`src/rtl/awbd_ram.sv`:
```
`timescale 1ns / 1ps
module awbd_ram #(
    parameter int WIDTH = 8,
    parameter int DEPTH = 16
) (
    input  logic                     clk,
    input  logic                     we,
    input  logic [$clog2(DEPTH)-1:0] waddr,
    input  logic [WIDTH-1:0]         wdata,
    input  logic                     re,
    input  logic [$clog2(DEPTH)-1:0] raddr,
    output logic [WIDTH-1:0]         rdata
);

    logic [WIDTH-1:0] mem_reg [DEPTH];
    logic [WIDTH-1:0] rdata_reg;

    always_ff @(posedge clk)
    begin
        if (we)
        begin
            mem_reg[waddr] <= wdata;
        end
        if (re)
        begin
            rdata_reg <= mem_reg[raddr];
        end
    end

    assign rdata = rdata_reg;

endmodule

```
`config.mk`:
```
export PLATFORM = sky130hd
export DESIGN_NAME = awbd_ram
export DESIGN_NICKNAME = d
export VERILOG_FILES = /design/src/rtl/awbd_ram.sv
export SDC_FILE = /design/constraint.sdc
export NUM_CORES = 1
export LEC_CHECK = 0
export ABC_AREA = 1
export BUFFER_PORTS_ARGS = -buffer_cell sky130_fd_sc_hd__buf_2
export CAP_MARGIN = 10
export CORE_MARGIN = 3
export CORE_UTILIZATION = 55
export CTS_CLUSTER_DIAMETER = 200
export DETAILED_ROUTE_END_ITERATION = 6
export PLACE_DENSITY = 0.82
export SETUP_SLACK_MARGIN = 0.3
export SYNTH_ARGS = -nofsm -noshare
export SYNTH_HDL_FRONTEND = slang
export SYNTH_SLANG_ARGS = --single-unit
```
`constraint.sdc`:
```
create_clock -name clk -period 3.8 [get_ports clk]
set_clock_uncertainty 0.15 [all_clocks]
set_input_delay 0.76 -clock clk [delete_from_list [all_inputs] [get_ports clk]]
set_output_delay 0.76 -clock clk [all_outputs]
set_load 0.05 [all_outputs]
```
==> run_results.csv <==
group,metric,value,unit
yosys,seq_area_frac_synth,69.85,%
worst_setup_path,r2r_cells,6,
clocking,cts_buffer_depth,2,
worst_setup_path,cpPeakStageDelay,0.50,ns
sta,tns,0,ns
clocking,cts_root_buf,"clkbuf_8",
clocking,cts.repair.resized,0,
sta,setup_viol,0,
grt,grt.total_usage,24.57,%
power_and_ir_drop,cellPowerDensity,559.8,mW/mm^2
place,io_buffers,26,
place,routabilityCongestion,0.9549,
sta,rsz0062_at_grt,"false",
grt,grt_pass1_vias,3941,
floorplan,fp.dieArea,0.01190,sq mm
power_and_ir_drop,ir_worst_vdd,0.3848,mV
yosys,yosys_warnings,0,
sta,finalWorstSetupSlack,1.720,ns
place,dpl.hpwl,7.856,mm
clocking,clk_latency,0.52,ns
worst_setup_path,crit_cells,8,
worst_setup_path,cp-startpoint,"raddr[0]",
job,drv_cap,0,
floorplan,die-height,109.1,um
routing,first_iter_violations,549,
grt,antenna_found_initial,0,
yosys,synth_top_cell_area_share,69.85,%
worst_setup_path,cp-start-kind,"primary input",
min_path,hp-class,"in2reg",
sta,max_slew_margin,37.75,%
routing,wl,13.59,mm
clocking,cts_sinks,136,
sta,fin_crit_sh,54.74,%
yosys,syn-cell-area,0.005847,sq mm
routing,antenna_left,0,
routing,vias,4067,
grt,grt_pass1_wl,21.25,mm
worst_setup_path,cp_top_family,"buffers and inverters",
floorplan,start_util,56.64,%
finish,area_growth,13.89,%
finish,fin_nets,595,
clocking,numCtsBuffers,17,
floorplan,row_count,37,
worst_setup_path,r2r_end,"rdata[1]$_DFFE_PP_",
clocking,post_cts_buffers,0,
yosys,ys_types,11,
sta,slew_viol_final,0,
power_and_ir_drop,p_leak,2.860,nW
sta,fmax,480.7,MHz
finish,antenna_cells,0,
sta,hold_violations,0,
finish,largest_reg_flops,128,
status,status,"finished, final reports clean",
worst_setup_path,arrival,2.20,ns
routing,drc_errors,0,
worst_setup_path,worstPathRequired,3.92,ns
clocking,cts_hold_buf,0,
yosys,synth-seq-cells,136,
routing,wl_per_cell,18.74,um
routing,drt_pass1_iterations,6,
worst_setup_path,critPathBufInv,3,
sta,tightest_slew,0.9303,ns
clocking,htreeDepth,4,
worst_setup_path,path_class,"in2reg",
worst_setup_path,critPathCaptureType,"register",
yosys,syn-num-nets,570,
worst_setup_path,cpMostUsedCell,"nand3_1",
clocking,clk_pin_slew,0.06,ns
yosys,synth.area.top_cells,"edfxtp_1 (70%), nand2_1 (11%), nand3_1 (8.3%), inv_1 (6.4%), buf_6 (1.2%)",
floorplan,coreArea,0.01032,sq mm
worst_setup_path,critPathSlowestCell,"inv_2",
grt,grt_max_degree,65,
sta,min_period,2.080,ns
finish,drive_above_1_share,10.19,%
grt,overflow,0,
yosys,synth.largest_area_cell,"edfxtp_1",
floorplan,die_w,109.1,um
worst_setup_path,path_max_fanout,38,
floorplan,ios,27,
min_path,hp-start,"re",
worst_setup_path,rrSetupSlack,2.42,ns
place,dp_worst_setup_slack,1.237,ns
clocking,cts_tree,"yes",
worst_setup_path,timing.rr.start,"mem_reg[4][1]$_DFFE_PP_",
worst_setup_path,worstSetupEndpoint,"rdata[2]$_DFFE_PP_",
yosys,synth_cells,551,
finish,final_util,64.50,%
routing,vias_per_cell,5.610,
yosys,syn_avg_cell_area,10.61,sq um
worst_setup_path,crit_chain,"buf_2 > inv_2 > buf_4 > nand2_1 > nand3_1 > nand3_1 > nand3_1 > nand2_1",
[layout make-up]
cell class / instances / area (sq um)
well taps: 136 / 170.2
fillers: 706 / 3665
clock inverters: 13 / 226.5
clock buffers: 19 / 421.7
multi-input cells: 289 / 1214
flip-flops and latches: 136 / 4084
inverters: 102 / 382.9
repair buffers: 30 / 160.2
[synth_stat cells]
master / n
buf_1: 1
buf_2: 13
buf_4: 4
buf_6: 6
edfxtp_1: 136
inv_1: 100
inv_2: 2
nand2_1: 173
nand3_1: 97
nand3b_1: 2
nor2_1: 17
[worst min-delay path by stage]
stage | endpoint | slack, ns | depth (start not counted)
finish | rdata[3]$_DFFE_PP_ | 0.46 | 1
global route | rdata[3]$_DFFE_PP_ | 0.46 | 1
CTS | rdata[6]$_DFFE_PP_ | 0.46 | 1
detailed placement | rdata[6]$_DFFE_PP_ | 0.59 | 6
global placement | rdata[1]$_DFFE_PP_ | 0.58 | 6
floorplan | rdata[0]$_DFFE_PP_ | 0.53 | 6
[metrics by stage]
| stage | cells | instance area [sq um] | power (mW) | hold slack [ns] |
|---|---|---|---|---|
| 2_1_floorplan | 551 | 5847 | 1.873 | 0.5329 |
| 3_3_place_gp | 693 | 6011 | 1.938 | 0.5752 |
| 3_5_place_dp | 693 | 6011 | 1.946 | 0.5926 |
| 4_1_cts | 725 | 6659 | 3.724 | 0.4603 |
| 5_1_grt | 725 | 6659 | 3.826 | 0.4589 |
| 6_report | 725 | 6659 | 3.727 | 0.4642 |
[layout by cell type, fill, tap and decap left out]
cell        count
nand2_1       173
buf_4           4
nand3b_1        2
clkinv_4        3
clkbuf_1        2
inv_1         100
buf_2          26
clkinvlp_4      1
clkbuf_16      16
clkinv_2        1
clkinv_1        2
inv_2           2
nand3_1        97
nor2_1         17
edfxtp_1      136
clkbuf_8        1
bufinv_16       6
[logic make-up (layout without fill, tap and decap cells)]
logic type	count (synthesis)	in the layout	synth area share, %
buffers and inverters	126	164	9.394
flip-flops	136	136	69.85
AND/OR/NAND/NOR	289	289	20.76
[layer usage]
metal	GRT usage, %	share of wire (%)	routed length [um]
met5	0	0	0
met4	8.927	3.9	527
met3	5.269	10	1399
met2	40.00	48	6531
met1	32.74	38	5129
[power by group]
group	switching, mW	total [mW]	internal, mW
logic	0.172	0.225	0.0529
registers	0.00941	1.70	1.69
clock network	0.607	1.80	1.20
Note: power is estimated with default switching activity, not from simulation.
