`src/rtl/awbd_pkg.sv`:
```
`timescale 1ns / 1ps
package awbd_pkg;

    localparam int CFG_W       = 10;
    localparam int CFG_IDX_W   = 3;
    localparam int DEF_MAX_DIM = 512;
    localparam int PIX_W       = 32;
    localparam int XY_W        = 9;
    localparam int CH_W        = 8;

    localparam logic [CFG_IDX_W-1:0] REG_SRC_WIDTH  = 3'd0;
    localparam logic [CFG_IDX_W-1:0] REG_SRC_HEIGHT = 3'd1;
    localparam logic [CFG_IDX_W-1:0] REG_DST_WIDTH  = 3'd2;
    localparam logic [CFG_IDX_W-1:0] REG_DST_HEIGHT = 3'd3;

    typedef struct packed {
        logic start;
        logic abort;
    } div_ctl_t;

endpackage

```
`src/rtl/awbd_div.sv`:
```
`timescale 1ns / 1ps
module awbd_div
    import awbd_pkg::*;
#(
    parameter int DVD_W = 35,
    parameter int DVS_W = 27
) (
    input  logic             clk,
    input  logic             rst_n,
    input  div_ctl_t         ctl,
    input  logic [DVD_W-1:0] dividend,
    input  logic [DVS_W-1:0] divisor,
    output logic [DVD_W-1:0] quotient,
    output logic             done
);

    localparam int CNT_W = $clog2(DVD_W);

    logic             busy_reg;
    logic             done_reg;
    logic [CNT_W-1:0] cnt_reg;
    logic [DVD_W-1:0] quo_reg;
    logic [DVS_W-1:0] rem_reg;
    logic [DVS_W-1:0] dvs_reg;
    logic [DVS_W:0]   trial;
    logic             fits;
    logic [DVS_W:0]   diff;

    always_comb
    begin
        trial = {rem_reg, quo_reg[DVD_W-1]};
        fits  = (trial >= {1'b0, dvs_reg});
        diff  = trial - {1'b0, dvs_reg};
    end

    always_ff @(posedge clk or negedge rst_n)
    begin
        if (!rst_n)
        begin
            busy_reg <= 1'b0;
            done_reg <= 1'b0;
            cnt_reg  <= '0;
        end
        else
        begin
            done_reg <= 1'b0;
            if (ctl.abort)
            begin
                busy_reg <= 1'b0;
            end
            else if (ctl.start)
            begin
                busy_reg <= 1'b1;
                cnt_reg  <= '0;
            end
            else if (busy_reg)
            begin
                cnt_reg <= cnt_reg + 1'b1;
                if (cnt_reg == CNT_W'(DVD_W - 1))
                begin
                    busy_reg <= 1'b0;
                    done_reg <= 1'b1;
                end
            end
        end
    end

    always_ff @(posedge clk)
    begin
        if (ctl.start)
        begin
            quo_reg <= dividend;
            rem_reg <= '0;
            dvs_reg <= divisor;
        end
        else if (busy_reg)
        begin
            quo_reg <= {quo_reg[DVD_W-2:0], fits};
            rem_reg <= fits ? diff[DVS_W-1:0] : trial[DVS_W-1:0];
        end
    end

    assign quotient = quo_reg;
    assign done     = done_reg;

endmodule

```
`config.mk`:
```
export PLATFORM = sky130hd
export DESIGN_NAME = awbd_div
export DESIGN_NICKNAME = d
export VERILOG_FILES = /design/src/rtl/awbd_pkg.sv /design/src/rtl/awbd_div.sv
export SDC_FILE = /design/constraint.sdc
export NUM_CORES = 1
export LEC_CHECK = 0
export ABC_AREA = 1
export ABC_CLOCK_PERIOD_IN_PS = 5000
export BUFFER_PORTS_ARGS = -buffer_cell sky130_fd_sc_hd__buf_2
export CAP_MARGIN = 30
export CORE_UTILIZATION = 30
export CTS_BUF_LIST = sky130_fd_sc_hd__clkbuf_16
export CTS_CLUSTER_SIZE = 40
export DETAILED_ROUTE_END_ITERATION = 10
export SLEW_MARGIN = 10
export SYNTH_ARGS = -nofsm -noshare
export SYNTH_HDL_FRONTEND = slang
export SYNTH_SLANG_ARGS = --single-unit
```
`constraint.sdc`:
```
create_clock -name clk -period 5 [get_ports clk]
set_clock_uncertainty 0.2 [all_clocks]
set_input_delay 1 -clock clk [delete_from_list [all_inputs] [get_ports clk]]
set_output_delay 1 -clock clk [all_outputs]
set_load 0.01 [all_outputs]
```
==> results of run 1 <==
[power breakdown]
part	internal, mW	switching, mW
logic	0.0996	0.175
clock network	0.404	0.357
registers	0.919	0.0305
total	1.42	0.562
[cells by family after synthesis]
group	count (synthesis)	synth area share, %
AO/OA/AOI/OAI	40	3.54
XOR/XNOR	11	1.54
adder cells (fa/ha/maj)	30	6.12
buffers and inverters	191	11.8
flip-flops	97	41.6
AND/OR/NAND/NOR	501	35.3
[layout make-up]
cell class	instances	share of cell area, %
clock inverter	7	1.22
multi-input combinational	582	39.6
inverter	172	8.77
tap	270	4.59
clock buffer	9	3.06
sequential	97	35.3
timing repair buffer	107	7.47
[worst paths after layout]
check,start,endpoint,slack [ns],depth (start not counted)
worst min-delay path,rst_n,cnt_reg[4],0.27,1
worst max-delay path,quotient[34],rem_reg[16],2.12,13
worst max register to register,quotient[34],rem_reg[16],2.12,13
worst min register to register,rem_reg[26],rem_reg[26],0.27,2
min in group clk,rem_reg[26],rem_reg[26],0.27,2
max in group asynchronous,rst_n,busy_reg,4.14,1
[layout by cell type, fill, tap and decap left out, types with 2 or more instances in the layout]
| cell type | netlist | layout |
|---|---|---|
| sky130_fd_sc_hd__nor2_1 | 31 | 30 |
| sky130_fd_sc_hd__nand2_2 | 2 | 2 |
| sky130_fd_sc_hd__nand3_1 | 49 | 49 |
| sky130_fd_sc_hd__nor3_1 | 5 | 5 |
| sky130_fd_sc_hd__buf_2 | 4 | 101 |
| sky130_fd_sc_hd__clkbuf_16 | 0 | 9 |
| sky130_fd_sc_hd__o21ai_1 | 5 | 5 |
| sky130_fd_sc_hd__nand2_1 | 351 | 351 |
| sky130_fd_sc_hd__edfxtp_1 | 62 | 62 |
| sky130_fd_sc_hd__a21oi_1 | 19 | 19 |
| sky130_fd_sc_hd__nand4_1 | 35 | 35 |
| sky130_fd_sc_hd__ha_1 | 29 | 29 |
| sky130_fd_sc_hd__nor2_4 | 3 | 3 |
| sky130_fd_sc_hd__inv_6 | 0 | 2 |
| sky130_fd_sc_hd__inv_8 | 0 | 3 |
| sky130_fd_sc_hd__xnor2_1 | 10 | 10 |
| sky130_fd_sc_hd__dfrtp_1 | 8 | 8 |
| sky130_fd_sc_hd__nand3_2 | 12 | 12 |
| sky130_fd_sc_hd__nor2_2 | 3 | 4 |
| sky130_fd_sc_hd__inv_2 | 11 | 11 |
| sky130_fd_sc_hd__o21ai_0 | 11 | 11 |
| sky130_fd_sc_hd__inv_1 | 161 | 161 |
| sky130_fd_sc_hd__buf_4 | 0 | 6 |
| sky130_fd_sc_hd__dfxtp_1 | 27 | 27 |
[per-layer routing]
layer / up-vias / GRT usage (%) / part of all wire [%]
met1: 2561 / 22.4 / 48
met5: - / 0 / 0
li1: 2919 / - / -
met3: 14 / 4.59 / 7.3
met2: 174 / 25.6 / 44
met4: 0 / 4.11 / 1.2
==> results.py, run 1 <==
metrics = {
    "synthesis": {
        "ys.warnings.count": 0,
        "synthesis.instances": 870,
        "yosysMostFrequentCell": "sky130_fd_sc_hd__nand2_1",
        "flip_flop_and_latch_count_after_synthesis": 97,
        "synth_cell_types": 40,
        "ys_seq_area_share_pct": 41.6,
        "syn_area_per_cell_um2": 7.19,
        "share_of_flip_flops_with_an_asynchronous_set_or_reset_pct": 8.25,
        "most_frequently_used_flop_master_after_synthesis": "sky130_fd_sc_hd__edfxtp_1",
        "synth.area.top_cells": "sky130_fd_sc_hd__edfxtp_1 (30%), sky130_fd_sc_hd__nand2_1 (21%), sky130_fd_sc_hd__inv_1 (9.7%)",
        "yosys.area.top_type": "sky130_fd_sc_hd__edfxtp_1",
        "syn-cell-area_um2": 6250,
        "synth_largest_type_area_fraction_pct": 29.8,
        "yosys-top-cells-count": "sky130_fd_sc_hd__nand2_1 (351), sky130_fd_sc_hd__inv_1 (161), sky130_fd_sc_hd__edfxtp_1 (62), sky130_fd_sc_hd__nand3_1 (49), sky130_fd_sc_hd__nand4_1 (35)",
        "mappedNetlistNets": 966,
        "synth_enable_flop_cells": 62,
    },
    "sta": {
        "layout_setup_ws_ns": 2.12,
        "fmax_mhz": 347,
        "final-hold-violation-count": 0,
        "max-slew-margin-rel_pct": 49.3,
        "grt_setup_unrepaired": "no",
        "final_max_slew_viol_count": 0,
        "final.setup.tns_ns": 0,
        "min_period_ns": 2.88,
        "final_min_period_over_clock_period_pct": 57.6,
        "fin_worst_hold_slack_ns": 0.268,
        "setup_viol_count_final": 0,
        "worst_slew_pin_slew_ns": 0.760,
    },
    "clock_network": {
        "cts_setup_buffers": 0,
        "root_buffer": "sky130_fd_sc_hd__clkbuf_16",
        "cts_tree": "built",
        "cts_num_sinks": 97,
        "clk_latency_ns": 0.37,
        "cts.path.max_buffers": 2,
        "numCtsBuffers": 9,
        "cts_htree_levels": 3,
        "cts.reportedPaths.clkPinSlew_ns": 0.08,
        "post_cts_resized": 0,
        "post_cts_hold_buffer_count": 0,
    },
    "global_route": {
        "antenna_violations_before_repair": 0,
        "grt_pass1_wl_um": 27700,
        "global_route.overflow_total": 0,
        "globalRouteTotalUtil_pct": 16.4,
        "number_of_global_route_vias_before_repair": 5428,
        "maximum_number_of_pins_on_one_net_before_global_route_repair": 65,
    },
    "power": {
        "power_leakage_nw": 3.89,
        "total_power_mw": 1.98,
        "vdd.ir_drop.worst_v": 0.000168,
        "powerDensity_nw_per_um2": 269,
    },
    "floorplanning": {
        "die_area_um2": 21400,
        "core_area_um2": 20400,
        "pin_count": 102,
        "floorplan.rows": 52,
        "die_h_um": 146,
        "initial_utilization_pct": 30.7,
        "die_x_um": 146,
    },
    "cells_and_area": {
        "final_area_um2": 7370,
        "multi_input_area_um2": 2910,
        "number_of_antenna_cells_inserted": 0,
        "final_core_utilization_pct": 36.2,
        "drive_gt1_share_pct": 16.6,
        "flip_flop_count_of_the_largest_register_all_copies_and_words_added": 35,
        "layout.filler_cells": 2147,
        "sequential_cell_area_um2": 2600,
        "finalNetCount": 1065,
        "areaGrowthSynthToFinish_pct": 17.8,
        "instances_no_fill": 1244,
    },
    "place": {
        "post-place-cells": 1228,
        "dp_worst_slack_ns": 1.98,
        "dp_hpwl_um": 12300,
        "io_buffers": 101,
        "dpl_cell_area_um2": 7050,
        "gpl.final_weighted_congestion": 0.949,
    },
    "critical_path": {
        "worstPathArrival_ns": 2.93,
        "worst_path_dominant_cell_family": "simple AND/OR/NAND/NOR gates",
        "setup.worst_path.class": "register to register",
        "startpoint_type": "register",
        "critical_path.max_fanout": 28,
        "critical_path_buf_inv_count": 2,
        "cell_with_the_largest_stage_delay_on_the_worst_path": "sky130_fd_sc_hd__nand3_4",
        "critPathRequiredTime_ns": 5.05,
        "timing.critical_path.cells": "inv_1 > ha_1 > fa_1 > inv_1 > nand3_1 > nand2_1 > nand2_1 > nand3_1 > nand2_4 > nand3_4 > nand2_1 > nand3_1 > o21ai_0",
        "critPathCaptureType": "register",
        "cp_slowest_stage_delay_ns": 0.46,
    },
    "route": {
        "drt_first_iter_violations": 377,
        "drt_first_pass_iters": 5,
        "avgViaCountPerCell": 4.56,
        "number_of_vias_after_detailed_routing": 5668,
        "drt.antenna.violating_nets": 0,
        "route.detailed.drc": 0,
        "detail_route.wl_per_cell_um": 13.4,
        "routed_wl_um": 16700,
    },
    "hold_path": {
        "worstHoldPathType": "primary input to async pin",
    },
    "outcome": {
        "run_status": "completed",
    },
    "flow_run": {
        "timing.max_cap.violations": 0,
    },
}
No activity file was read; power rests on OpenSTA's default activity.
==> run 2: changes to the inputs <==
--- a/config.mk
+++ b/config.mk
@@ -6,7 +6,7 @@
 export NUM_CORES = 1
 export LEC_CHECK = 0
 export ABC_AREA = 1
-export ABC_CLOCK_PERIOD_IN_PS = 5000
+export ABC_CLOCK_PERIOD_IN_PS = 2500
 export BUFFER_PORTS_ARGS = -buffer_cell sky130_fd_sc_hd__buf_2
 export CAP_MARGIN = 30
 export CORE_UTILIZATION = 30
==> constraint.sdc (replaced) <==
create_clock -name clk -period 2.5 [get_ports clk]
set_clock_uncertainty 0.2 [all_clocks]
set_input_delay 0.5 -clock clk [delete_from_list [all_inputs] [get_ports clk]]
set_output_delay 0.5 -clock clk [all_outputs]
set_load 0.01 [all_outputs]
==> run 2 against run 1 <==
Against the previous run: die area unchanged; critical path depth stayed put; global-route usage decreased by 0.076 points; largest power group unchanged; highest routed layer unchanged.
==> results.py, run 2 (synthesis gave the netlist of run 1 again) <==
metrics = {
    "outcome": {
        "run_status": "completed",
    },
    "route": {
        "route.detailed.drc": 0,
        "avgViaCountPerCell": 4.47,
        "number_of_vias_after_detailed_routing": 5615,
        "drt_first_iter_violations": 336,
        "detail_route.wl_per_cell_um": 13.4,
        "drt_first_pass_iters": 5,
        "routed_wl_um": 16900,
        "drt.antenna.violating_nets": 0,
    },
    "floorplanning": {
        "core_area_um2": 20400,
        "die_area_um2": 21400,
        "pin_count": 102,
        "die_h_um": 146,
        "initial_utilization_pct": 30.7,
        "die_x_um": 146,
        "floorplan.rows": 52,
    },
    "hold_path": {
        "worstHoldPathType": "primary input to register",
    },
    "sta": {
        "grt_setup_unrepaired": "no",
        "final_min_period_over_clock_period_pct": 92.9,
        "final-hold-violation-count": 0,
        "max-slew-margin-rel_pct": 74.2,
        "final.setup.tns_ns": 0,
        "fin_worst_hold_slack_ns": 0.109,
        "fmax_mhz": 431,
        "final_max_slew_viol_count": 0,
        "min_period_ns": 2.32,
        "setup_viol_count_final": 0,
        "worst_slew_pin_slew_ns": 0.386,
    },
    "critical_path": {
        "cp_slowest_stage_delay_ns": 0.36,
        "worstPathArrival_ns": 2.37,
        "critical_path.max_fanout": 7,
        "setup.worst_path.class": "register to register",
        "startpoint_type": "register",
        "critPathRequiredTime_ns": 2.55,
        "critPathCaptureType": "register",
        "timing.critical_path.cells": "inv_1 > ha_1 > nand2_1 > nor2_2 > inv_2 > nor2_2 > and2_4 > nand2_4 > nand3_4 > buf_6 > nand3_2 > nand3_1 > nand2_1",
        "cell_with_the_largest_stage_delay_on_the_worst_path": "sky130_fd_sc_hd__ha_1",
    },
    "cells_and_area": {
        "number_of_antenna_cells_inserted": 0,
        "final_area_um2": 7490,
        "flip_flop_count_of_the_largest_register_all_copies_and_words_added": 35,
        "layout.filler_cells": 2151,
        "areaGrowthSynthToFinish_pct": 19.7,
        "layout.cells.most_common": "sky130_fd_sc_hd__nand2_1",
        "finalNetCount": 1076,
        "drive_gt1_share_pct": 17.8,
        "layout.cells.most_common_list": "sky130_fd_sc_hd__nand2_1 (348), sky130_fd_sc_hd__inv_1 (162), sky130_fd_sc_hd__buf_2 (101)",
    },
    "clock_network": {
        "cts_num_sinks": 97,
        "cts_setup_buffers": 0,
        "cts_tree": "built",
        "clk_latency_ns": 0.36,
        "cts_htree_levels": 3,
        "cts.reportedPaths.clkPinSlew_ns": 0.08,
        "root_buffer": "sky130_fd_sc_hd__clkbuf_16",
        "numCtsBuffers": 9,
        "cts.path.max_buffers": 2,
    },
    "power": {
        "powerDensity_nw_per_um2": 512,
        "vdd.ir_drop.worst_v": 0.000319,
        "power_leakage_nw": 3.95,
    },
    "place": {
        "gpl.final_weighted_congestion": 0.959,
        "io_buffers": 101,
        "dpl_cell_area_um2": 7150,
        "dp_hpwl_um": 12300,
    },
    "global_route": {
        "maximum_number_of_pins_on_one_net_before_global_route_repair": 49,
        "grt_pass1_wl_um": 27800,
        "globalRouteTotalUtil_pct": 16.4,
        "global_route.overflow_total": 0,
        "antenna_violations_before_repair": 0,
        "number_of_global_route_vias_before_repair": 5603,
    },
    "flow_run": {
        "timing.max_cap.violations": 0,
    },
}
[run 2: changes by cell type in the layout (fill, tap and decap cells not counted), moves of 2 or more]
cell | before | now
sky130_fd_sc_hd__nand2_2 | 2 | 5
sky130_fd_sc_hd__buf_4 | 6 | 11
sky130_fd_sc_hd__buf_12 | 0 | 3
sky130_fd_sc_hd__nand2_1 | 351 | 348
sky130_fd_sc_hd__inv_8 | 3 | 1
[run 2: final cells by class]
| class | instances | area, um2 | share of cell area [%] |
|---|---|---|---|
| clock buffers | 9 | 225 | 3.01 |
| clock inverters | 7 | 53.8 | 0.718 |
| inverters | 172 | 646 | 8.62 |
| multi-input cells | 582 | 2930 | 39.1 |
| flip-flops and latches | 97 | 2600 | 34.8 |
| well taps | 270 | 338 | 4.51 |
| repair buffers | 118 | 694 | 9.27 |
[run 2: final timing paths]
kind / startpoint / endpoint / slack (ns) / cells past startpoint
hold reg to reg: rem_reg[20] / rem_reg[20] / 0.27 / 2
hold / removal: divisor[7] / dvs_reg[7] / 0.11 / 1
setup reg to reg: dvs_reg[17] / rem_reg[22] / 0.18 / 13
max in group asynchronous: rst_n / cnt_reg[5] / 1.61 / 2
min in group asynchronous: rst_n / done / 0.32 / 2
setup / recovery: dvs_reg[17] / rem_reg[22] / 0.18 / 13
[run 2: layer usage]
metal | track usage [%] | wire length, um | share of wire, %
met2 | 26.6 | 7580 | 45
met5 | 0 | 0 | 0
met3 | 4.53 | 1170 | 6.9
met4 | 4.43 | 204 | 1.2
met1 | 21.2 | 7900 | 47
[run 2: what timing repair did]
item / in CTS / in global routing
gates resized for setup: 0 / 5
hold endpoints to repair: 8 / 0
setup endpoints to repair: 0 / 28
hold buffers: 1 / 0
[run 2: worst max-delay path: cells and delay by family (launching register included)]
kind                     cells  cell delay (ns)
AND/OR/NAND/NOR              9             1.06
adder cells (fa/ha/maj)      1             0.36
flip-flops                   1             0.33
buffers and inverters        3             0.27
[run 2: power breakdown]
part           internal [mW]  total, mW  leakage [nW]  switching [mW]
Clock                  0.688       1.37         0.141           0.686
Combinational          0.207      0.558          2.86           0.351
Sequential              1.84       1.90         0.950          0.0607
[run 2: per-stage QoR]
step | utilization, % | instances | total power, mW | setup slack [ns]
2_1_floorplan | - | 870 | 2.25 | 0.0419
3_3_place_gp | 35.1 | 1236 | 2.49 | 0.112
3_5_place_dp | 35.1 | 1236 | 2.49 | 0.0420
4_1_cts | 36.5 | 1253 | 3.88 | 0.0183
5_1_grt | 36.8 | 1255 | 4.01 | 0.0145
6_report | 36.8 | 1255 | 3.83 | 0.177
